--- src/rtl/core/aefm_pkg.sv ---
`timescale 1ns / 1ps
// Shared constants, types and tables of the attitude error fin mixer.
package aefm_pkg;

   localparam int QUAT_BITS_DEF    = 16;
   localparam int CORDIC_STEPS_DEF = 16;

   localparam int ZW    = 25;
   localparam int ANG_W = ZW - 8;
   localparam logic signed [ZW-1:0] DEG180 = 25'sd5898240;

   localparam logic signed [ANG_W-1:0] ROLL_LIM  = 17'sd23040;
   localparam logic signed [ANG_W-1:0] PITCH_LIM = 17'sd11520;

   localparam logic [11:0] PULSE_MIN = 12'd500;
   localparam logic [11:0] PULSE_MAX = 12'd2500;
   localparam logic [11:0] PULSE_RST = 12'd1500;
   localparam logic [10:0] NEUTRAL_RST = 11'd1500;
   localparam logic [3:0]  GAIN_RST    = 4'd2;

   typedef enum logic [1:0] {
      MODE_EMPTY  = 2'd0,
      MODE_INIT   = 2'd1,
      MODE_ASCENT = 2'd2,
      MODE_SAFE   = 2'd3
   } mode_type;

   localparam logic CSR_NEUTRAL = 1'b0;
   localparam logic CSR_GAIN    = 1'b1;

   localparam int OPW  = 5;
   localparam int NOPS = 26;

   localparam logic [3:0] SRC_IW = 4'd0;
   localparam logic [3:0] SRC_IX = 4'd1;
   localparam logic [3:0] SRC_IY = 4'd2;
   localparam logic [3:0] SRC_IZ = 4'd3;
   localparam logic [3:0] SRC_RW = 4'd4;
   localparam logic [3:0] SRC_RX = 4'd5;
   localparam logic [3:0] SRC_RY = 4'd6;
   localparam logic [3:0] SRC_RZ = 4'd7;
   localparam logic [3:0] SRC_DW = 4'd8;
   localparam logic [3:0] SRC_DX = 4'd9;
   localparam logic [3:0] SRC_DY = 4'd10;
   localparam logic [3:0] SRC_DZ = 4'd11;

   localparam logic [3:0] DST_DW   = 4'd0;
   localparam logic [3:0] DST_DX   = 4'd1;
   localparam logic [3:0] DST_DY   = 4'd2;
   localparam logic [3:0] DST_DZ   = 4'd3;
   localparam logic [3:0] DST_SINR = 4'd4;
   localparam logic [3:0] DST_COSR = 4'd5;
   localparam logic [3:0] DST_SINP = 4'd6;
   localparam logic [3:0] DST_SINY = 4'd7;
   localparam logic [3:0] DST_COSY = 4'd8;

   typedef struct packed {
      logic [3:0] a;
      logic [3:0] b;
      logic       neg;
      logic       last;
      logic [3:0] dst;
   } mac_op_type;

   function automatic mac_op_type mk_op(input logic [3:0] a, input logic [3:0] b,
                                        input logic neg, input logic last,
                                        input logic [3:0] dst);
      mac_op_type o;
      o.a    = a;
      o.b    = b;
      o.neg  = neg;
      o.last = last;
      o.dst  = dst;
      return o;
   endfunction

   function automatic mac_op_type mac_op(input logic [OPW-1:0] idx);
      mac_op_type o;
      case (idx)
         5'd0:    o = mk_op(SRC_IW, SRC_RW, 1'b0, 1'b0, DST_DW);
         5'd1:    o = mk_op(SRC_IX, SRC_RX, 1'b0, 1'b0, DST_DW);
         5'd2:    o = mk_op(SRC_IY, SRC_RY, 1'b0, 1'b0, DST_DW);
         5'd3:    o = mk_op(SRC_IZ, SRC_RZ, 1'b0, 1'b1, DST_DW);
         5'd4:    o = mk_op(SRC_IW, SRC_RX, 1'b1, 1'b0, DST_DX);
         5'd5:    o = mk_op(SRC_IX, SRC_RW, 1'b0, 1'b0, DST_DX);
         5'd6:    o = mk_op(SRC_IY, SRC_RZ, 1'b0, 1'b0, DST_DX);
         5'd7:    o = mk_op(SRC_IZ, SRC_RY, 1'b1, 1'b1, DST_DX);
         5'd8:    o = mk_op(SRC_IW, SRC_RY, 1'b1, 1'b0, DST_DY);
         5'd9:    o = mk_op(SRC_IX, SRC_RZ, 1'b1, 1'b0, DST_DY);
         5'd10:   o = mk_op(SRC_IY, SRC_RW, 1'b0, 1'b0, DST_DY);
         5'd11:   o = mk_op(SRC_IZ, SRC_RX, 1'b0, 1'b1, DST_DY);
         5'd12:   o = mk_op(SRC_IW, SRC_RZ, 1'b1, 1'b0, DST_DZ);
         5'd13:   o = mk_op(SRC_IX, SRC_RY, 1'b0, 1'b0, DST_DZ);
         5'd14:   o = mk_op(SRC_IY, SRC_RX, 1'b1, 1'b0, DST_DZ);
         5'd15:   o = mk_op(SRC_IZ, SRC_RW, 1'b0, 1'b1, DST_DZ);
         5'd16:   o = mk_op(SRC_DW, SRC_DX, 1'b0, 1'b0, DST_SINR);
         5'd17:   o = mk_op(SRC_DY, SRC_DZ, 1'b0, 1'b1, DST_SINR);
         5'd18:   o = mk_op(SRC_DX, SRC_DX, 1'b0, 1'b0, DST_COSR);
         5'd19:   o = mk_op(SRC_DY, SRC_DY, 1'b0, 1'b1, DST_COSR);
         5'd20:   o = mk_op(SRC_DW, SRC_DY, 1'b0, 1'b0, DST_SINP);
         5'd21:   o = mk_op(SRC_DZ, SRC_DX, 1'b1, 1'b1, DST_SINP);
         5'd22:   o = mk_op(SRC_DW, SRC_DZ, 1'b0, 1'b0, DST_SINY);
         5'd23:   o = mk_op(SRC_DX, SRC_DY, 1'b0, 1'b1, DST_SINY);
         5'd24:   o = mk_op(SRC_DY, SRC_DY, 1'b0, 1'b0, DST_COSY);
         5'd25:   o = mk_op(SRC_DZ, SRC_DZ, 1'b0, 1'b1, DST_COSY);
         default: o = mk_op(SRC_IW, SRC_RW, 1'b0, 1'b1, DST_COSY);
      endcase
      return o;
   endfunction

   function automatic logic [ZW-1:0] atan_step(input logic [4:0] i);
      logic [ZW-1:0] a;
      case (i)
         5'd0:    a = 25'd1474560;
         5'd1:    a = 25'd870484;
         5'd2:    a = 25'd459940;
         5'd3:    a = 25'd233473;
         5'd4:    a = 25'd117189;
         5'd5:    a = 25'd58652;
         5'd6:    a = 25'd29333;
         5'd7:    a = 25'd14667;
         5'd8:    a = 25'd7334;
         5'd9:    a = 25'd3667;
         5'd10:   a = 25'd1833;
         5'd11:   a = 25'd917;
         5'd12:   a = 25'd458;
         5'd13:   a = 25'd229;
         5'd14:   a = 25'd115;
         5'd15:   a = 25'd57;
         5'd16:   a = 25'd29;
         5'd17:   a = 25'd14;
         5'd18:   a = 25'd7;
         5'd19:   a = 25'd4;
         5'd20:   a = 25'd2;
         5'd21:   a = 25'd1;
         default: a = 25'd0;
      endcase
      return a;
   endfunction

endpackage

--- src/rtl/core/aefm_cordic.sv ---
`timescale 1ns / 1ps
// Iterative vectoring CORDIC atan2, one micro-rotation per cycle.
module aefm_cordic #(
   parameter int CW    = 45,
   parameter int STEPS = aefm_pkg::CORDIC_STEPS_DEF
) (
   input  logic                             clock,
   input  logic                             reset,
   input  logic                             start,
   input  logic signed [CW-1:0]             y_in,
   input  logic signed [CW-1:0]             x_in,
   output logic                             done,
   output logic signed [aefm_pkg::ZW-1:0]   angle
);

   localparam int ITW = (STEPS > 1) ? $clog2(STEPS) : 1;
   localparam logic [ITW-1:0] LAST = ITW'(STEPS - 1);

   typedef enum logic [1:0] {
      C_IDLE = 2'b01,
      C_RUN  = 2'b10
   } cstate_type;

   cstate_type state_ff, state_in;
   logic done_ff, done_in;
   logic signed [CW-1:0] x_ff, x_in_nx, y_ff, y_in_nx;
   logic signed [aefm_pkg::ZW-1:0] z_ff, z_in;
   logic [ITW-1:0] it_ff, it_in;
   logic signed [CW-1:0] dx, dy;
   logic signed [aefm_pkg::ZW-1:0] tab;

   assign dx  = y_ff >>> it_ff;
   assign dy  = x_ff >>> it_ff;
   assign tab = $signed(aefm_pkg::atan_step(5'(it_ff)));

   always_comb begin
      state_in = state_ff;
      done_in  = 1'b0;
      x_in_nx  = x_ff;
      y_in_nx  = y_ff;
      z_in     = z_ff;
      it_in    = it_ff;
      case (state_ff)
         C_IDLE: begin
            if (start) begin
               it_in = '0;
               if (x_in == '0 && y_in == '0) begin
                  z_in    = '0;
                  done_in = 1'b1;
               end else if (x_in[CW-1]) begin
                  z_in     = y_in[CW-1] ? -aefm_pkg::DEG180 : aefm_pkg::DEG180;
                  x_in_nx  = -x_in;
                  y_in_nx  = -y_in;
                  state_in = C_RUN;
               end else begin
                  z_in     = '0;
                  x_in_nx  = x_in;
                  y_in_nx  = y_in;
                  state_in = C_RUN;
               end
            end
         end
         C_RUN: begin
            if (y_ff > 0) begin
               x_in_nx = x_ff + dx;
               y_in_nx = y_ff - dy;
               z_in    = z_ff + tab;
            end else begin
               x_in_nx = x_ff - dx;
               y_in_nx = y_ff + dy;
               z_in    = z_ff - tab;
            end
            if (it_ff == LAST) begin
               done_in  = 1'b1;
               state_in = C_IDLE;
            end else begin
               it_in = it_ff + 1'b1;
            end
         end
         default: state_in = C_IDLE;
      endcase
   end

   always_ff @(posedge clock) begin
      if (reset) begin
         state_ff <= C_IDLE;
         done_ff  <= 1'b0;
      end else begin
         state_ff <= state_in;
         done_ff  <= done_in;
      end
   end

   always_ff @(posedge clock) begin
      x_ff  <= x_in_nx;
      y_ff  <= y_in_nx;
      z_ff  <= z_in;
      it_ff <= it_in;
   end

   assign done  = done_ff;
   assign angle = z_ff;

endmodule

--- config.mk ---
export PLATFORM = sky130hd
export DESIGN_NAME = aefm_cordic
export DESIGN_NICKNAME = d
export VERILOG_FILES = /design/src/rtl/core/aefm_pkg.sv /design/src/rtl/core/aefm_cordic.sv
export SDC_FILE = /design/constraint.sdc
export NUM_CORES = 1
export LEC_CHECK = 0
export BUFFER_PORTS_ARGS = -buffer_cell sky130_fd_sc_hd__buf_2
export CORE_MARGIN = 4
export CORE_UTILIZATION = 60
export DETAILED_ROUTE_END_ITERATION = 6
export GPL_ROUTABILITY_DRIVEN = 0
export PLACE_DENSITY_LB_ADDON = 0.2
export SYNTH_ARGS = -nofsm -noshare
export SYNTH_HDL_FRONTEND = slang
export SYNTH_SLANG_ARGS = --single-unit
--- constraint.sdc ---
create_clock -name clock -period 28.3 [get_ports clock]
set_input_delay 5.66 -clock clock [delete_from_list [all_inputs] [get_ports clock]]
set_output_delay 5.66 -clock clock [all_outputs]
set_load 0.1 [all_outputs]
* Word-level counts from Yosys, hierarchy flattened
Memory sizes are Yosys's and may differ from the RTL's. A register that Yosys moved wholly into a read port is not among the register bits.
Index checks and enable logic that the tools add are counted.
** Cells by class
- Reductions and logical operators :: 8
- Bitwise operators :: 0
- Magnitude comparators :: 1
- Div/mod/pow operators :: 0
- Mux-type cells :: 28
- Add/sub/neg operators :: 9
- Shift-type cells :: 2
- Eq/ne operators :: 7
- Multipliers :: 0
** Operator list (number)
- 45-bit 2-to-1 mux :: 8
- 45-bit case mux with 2 select lines :: 2
- 25-bit 2-to-1 mux :: 5
- 45-bit adder :: 2
- 45-bit logical NOT :: 2
- 45-bit negator :: 2
- 45-bit by 4-bit >>> shifter with 45-bit output :: 2
- 45-bit subtractor :: 2
- 25-bit case mux with 2 select lines :: 1
- 45-bit by 1-bit > comparator with 1-bit output, second input constant :: 1
- 25-bit adder :: 1
- 25-bit subtractor :: 1
- 4-bit 2-to-1 mux :: 3
- 3-bit AND reduction :: 3
- 2-bit != test, second input constant :: 4
- 4-bit case mux with 2 select lines :: 1
- 2-bit 2-to-1 mux :: 3
- 4-bit by 1-bit adder with 4-bit output, second input constant :: 1
- 4-bit equality test, second input constant :: 1
- 2-bit case mux with 2 select lines :: 1
- 1-bit 2-to-1 mux :: 3
- 2-bit by 1-bit equality test with 1-bit output, second input constant :: 1
- 2-bit equality test, second input constant :: 1
- 1-bit case mux with 2 select lines :: 1
- 3 further kinds :: 3
** Word-level totals
- Logic and storage cells :: 62
- Bits in registers :: 122
- Memories :: 1
- Memory bits (read-only) :: 336
- RAM bits :: 0
- Bits in latches :: 0
** Memory list
- (no name shown) :: depth 16, width 21, read ports 1, clocked after memory_dff 1, write ports 0, line aefm_pkg.sv:113 : case (i)

* Logic depth before layout (Yosys ltp)
- Depth after elaboration :: 5
- Depth in mapped cells :: 28

* Worst setup path before layout
No wires, ideal clock.
- Path type :: input to register
- Start :: input y_in[0]
- End :: register x_ff[0], enable pin
- Path buffers :: 0
- Slack :: 14785 ps
- Setup time :: 663 ps
- Stages :: 8
- Required time :: 27637 ps
- Data arrival time :: 12852 ps
- Cell sequence :: inv_1 -> ha_1 -> nand4b_1 -> nor2_1 -> nand3_1 -> or4_1 -> nor4_2 -> o21ai_0
** On the way
- Longest elaborated chain between the ends :: 4
** RTL lines
- start: declaration :: line aefm_cordic.sv:10 : input logic signed [CW-1:0] y_in,
- 45-bit logical NOT :: line aefm_cordic.sv:47 : if (x_in == '0 && y_in == '0) begin
- 1-bit logical AND :: line aefm_cordic.sv:47
- 2-bit != test (no source line)
- 3-bit AND reduction (no source line)
- end signal: assignment :: line aefm_cordic.sv:95 : x_ff <= x_in_nx;
- end: declaration :: line aefm_cordic.sv:26 : logic signed [CW-1:0] x_ff, x_in_nx, y_ff, y_in_nx;
No other way between the ends.
A chain may end at the register's enable or synchronous reset.

* Worst setup path after layout
- Start :: input y_in[2]
- End :: register y_ff[32], enable pin
** On the way
- Longest elaborated chain between the ends :: 4
** RTL lines
- 45-bit logical NOT :: line aefm_cordic.sv:47
- 1-bit logical AND :: line aefm_cordic.sv:47
- 2-bit != test (no source line)
- 3-bit AND reduction (no source line)
- end signal: assignment :: line aefm_cordic.sv:96 : y_ff <= y_in_nx;
- end: declaration :: line aefm_cordic.sv:26
No other way between the ends.

==> impl_metrics.py <==
metrics = {
    "run_status": {
        "outcome": "completed",
    },
    "worst_hold_path": {
        "hp-start": "state_ff[1]",
        "hold_end": "state_ff[1]",
        "hold_path_class": "flop to flop",
        "worstHoldPathCells": 1,
    },
    "synth": {
        "netlist_area_um2": 21100,
        "synth_edf_count": 119,
        "yosys_warnings": 0,
        "synthTopCellsByArea": "edfxtp_1 17%, mux4_2 9.1%, ha_1 8.1%",
        "synth-seq-cells": 143,
        "netlist.top_cell.by_area": "edfxtp_1",
        "syn_inst": 2483,
        "seq_area_frac_synth_pct": 19.2,
        "synth_top_area_share_pct": 17.0,
        "synth_ff_type": "edfxtp_1",
        "ys_types": 98,
        "avgSynthCellArea_um2": 8.49,
        "synth.most_common_cell": "nand2_1",
        "synthTopCellsByCount": "238 x nand2_1, 213 x a21oi_1, 200 x nor2_1, 166 x o21ai_0, 166 x xnor2_1",
        "async_reset_ff_share_pct": 0,
        "synth_nets": 2715,
    },
    "cts": {
        "cts_buffers": 17,
        "root_buffer": "clkbuf_16",
        "cts_hold_buffers": 0,
        "clk_latency_ps": 480,
        "cts.sinks": 143,
        "cts_tree": "yes",
        "cts-resized-gates": 0,
        "post_cts_buffers": 0,
        "htree_levels": 4,
        "clk_pin_slew_ps": 70,
        "cts_max_path_buffers": 2,
    },
    "timing": {
        "min_period_over_period_pct": 34.6,
        "period_minus_slack_ps": 9780,
        "finalMaxSlewViolations": 0,
        "tightest_slew_ps": 1240,
        "tns_ps": 0,
        "clock.fmax_mhz": 102,
        "setup_viol": 0,
        "rsz0062_at_grt": "false",
        "hold_viol": 0,
        "skew_ps": 20.2,
        "slew_headroom_pct": 16.9,
    },
    "drt": {
        "routed_wl_mm": 62.0,
        "final_antenna_net_count": 0,
        "wl_per_cell_um": 20.8,
        "drt-vias-per-instance": 6.81,
        "vias": 20300,
        "first_iter_violations": 2222,
        "drt_first_pass_iters": 6,
        "drc": 0,
    },
    "cells_and_area": {
        "layout-drive-gt1-share_pct": 14.0,
        "area_growth_pct": 6.20,
        "fill_cells": 2945,
        "antenna_cells": 0,
        "multi_input_area_um2": 16200,
        "seqCellArea_um2": 4050,
        "stdcell_area_um2": 22400,
        "fin_util_pct": 64.7,
        "final_nets": 2742,
    },
    "setup_path": {
        "r2r_start": "it_ff[1]",
        "crit_fanout": 46,
        "arrival_ps": 9920,
        "critPathLaunchType": "primary input",
        "reg2regPathDepth": 22,
        "r2r_end": "x_ff[41]",
        "cp-end-kind": "flop",
        "required_ps": 28430,
        "critPathMaxStageDelay_ps": 630,
        "critPathKind": "primary input to flop",
        "critPathSlowestCell": "nor4_1",
        "cp_cell_sequence": "buf_2 > or4_1 > nor4_1 > nand4b_1 > nor2_1 > nand3_1 > or4_1 > nor4_2 > o21ai_4 > buf_4 > buf_4",
        "r2r_slack_ps": 19830,
    },
    "pwr": {
        "p_total_uw": 1980,
        "ir_drop_uv": 69.6,
        "power.density_nw_per_um2": 88.4,
        "power_leakage_uw": 0.00880,
    },
    "global_routing": {
        "grt_pass1_vias": 18600,
        "grt_max_degree": 115,
        "grt_antenna_before_repair": 0,
        "grt_remaining_overflow": 0,
        "grt_usage_pct": 31.2,
        "grt_pass1_wl_mm": 98.6,
    },
    "floorplan": {
        "boundaryPins": 119,
        "coreArea_um2": 34600,
        "initial_utilization_pct": 60.9,
        "die_h_um": 195,
        "die-area_um2": 38200,
        "rows": 68,
        "die_w_um": 195,
    },
    "placed_design": {
        "dpl.hpwl_mm": 46.5,
        "placed_area_um2": 21800,
        "port_buffers": 118,
    },
    "flow_run": {
        "cap_violations": 0,
    },
}
==> cells in the final DEF (no fill, tap or decap), drive strengths merged, types with 11 or more instances in the layout <==
cell type / instances
dfxtp: 24
xnor2: 166
o21bai: 18
o211ai: 16
a21o: 64
and3: 17
nand2b: 28
o22ai: 23
and2: 30
mux2: 48
a21oi: 213
or2: 14
nor2b: 20
o31ai: 43
ha: 136
clkbuf: 17
nor3: 45
o41ai: 17
a211oi: 31
nor2: 202
or4: 21
or3: 21
edfxtp: 119
nand4: 20
buf: 137
and4: 11
nand3: 62
o21a: 19
o21ai: 168
mux4: 90
inv: 63
mux2i: 95
xor2: 105
nor4: 35
nand2: 238
a31oi: 23
==> metrics by stage <==
step	hold WS (ps)	setup WS, ps	instances
after global routing	604	18220	2978
after CTS	553	18530	2978
after detailed placement	537	18040	2946
after global placement	525	18120	2946
after floorplan	467	14790	2483
final	555	18520	2978
==> flip-flops by register name (all words and copies together) (netlist names) <==
register,flops
it_ff,4
angle,25
state_ff,2
y_ff,45
done,1
tab,21
x_ff,45
==> logic make-up (layout without fill, tap and decap cells) <==
group | Yosys count | after routing | synth area share (%)
flip-flops | 143 | 143 | 19.2
AO/OA/AOI/OAI | 724 | 724 | 21.8
multiplexers | 233 | 233 | 16.8
AND/OR/NAND/NOR | 788 | 788 | 18.5
buffers and inverters | 185 | 225 | 4.04
XOR/XNOR | 271 | 271 | 11.3
adder cells (fa/ha/maj) | 139 | 139 | 8.36
==> layer usage <==
layer	part of all wire (%)	up-vias	track usage, %
li1	-	9460	-
met1	45	9606	47.8
met2	43	1104	46.2
met3	9.9	106	4.55
met4	2.3	0	7.76
met5	0	-	0
==> worst max path at each step <==
stage,start,end
global route,y_in[2],y_ff[32]
detailed placement,y_in[2],y_ff[43]
global placement,y_in[2],y_ff[43]
floorplan,y_in[0],x_ff[0]
finish,y_in[2],y_ff[32]
CTS,y_in[2],y_ff[32]
==> area by class of cell <==
type                       instances  area share, %
sequential                       143           18.1
tap                              455           2.54
timing repair buffer             137           3.33
inverter                          56          0.939
clock inverter                    15          0.777
multi-input combinational       2155           72.4
clock buffer                      17           1.90
==> power breakdown <==
group | switching, uW | total (uW) | leakage [uW] | internal [uW]
logic | 840 | 1420 | 0.00716 | 583
clock network | 114 | 232 | 0.000294 | 118
registers | 51.9 | 323 | 0.00134 | 272
==> critical path: cells and delay by family <==
family                 cells  cell delay (ps)
and+or+nand+nor            7             3240
buffers and inverters      3              860
AOI/OAI and AO/OA          1               60
No activity file was read; power rests on OpenSTA's default activity.
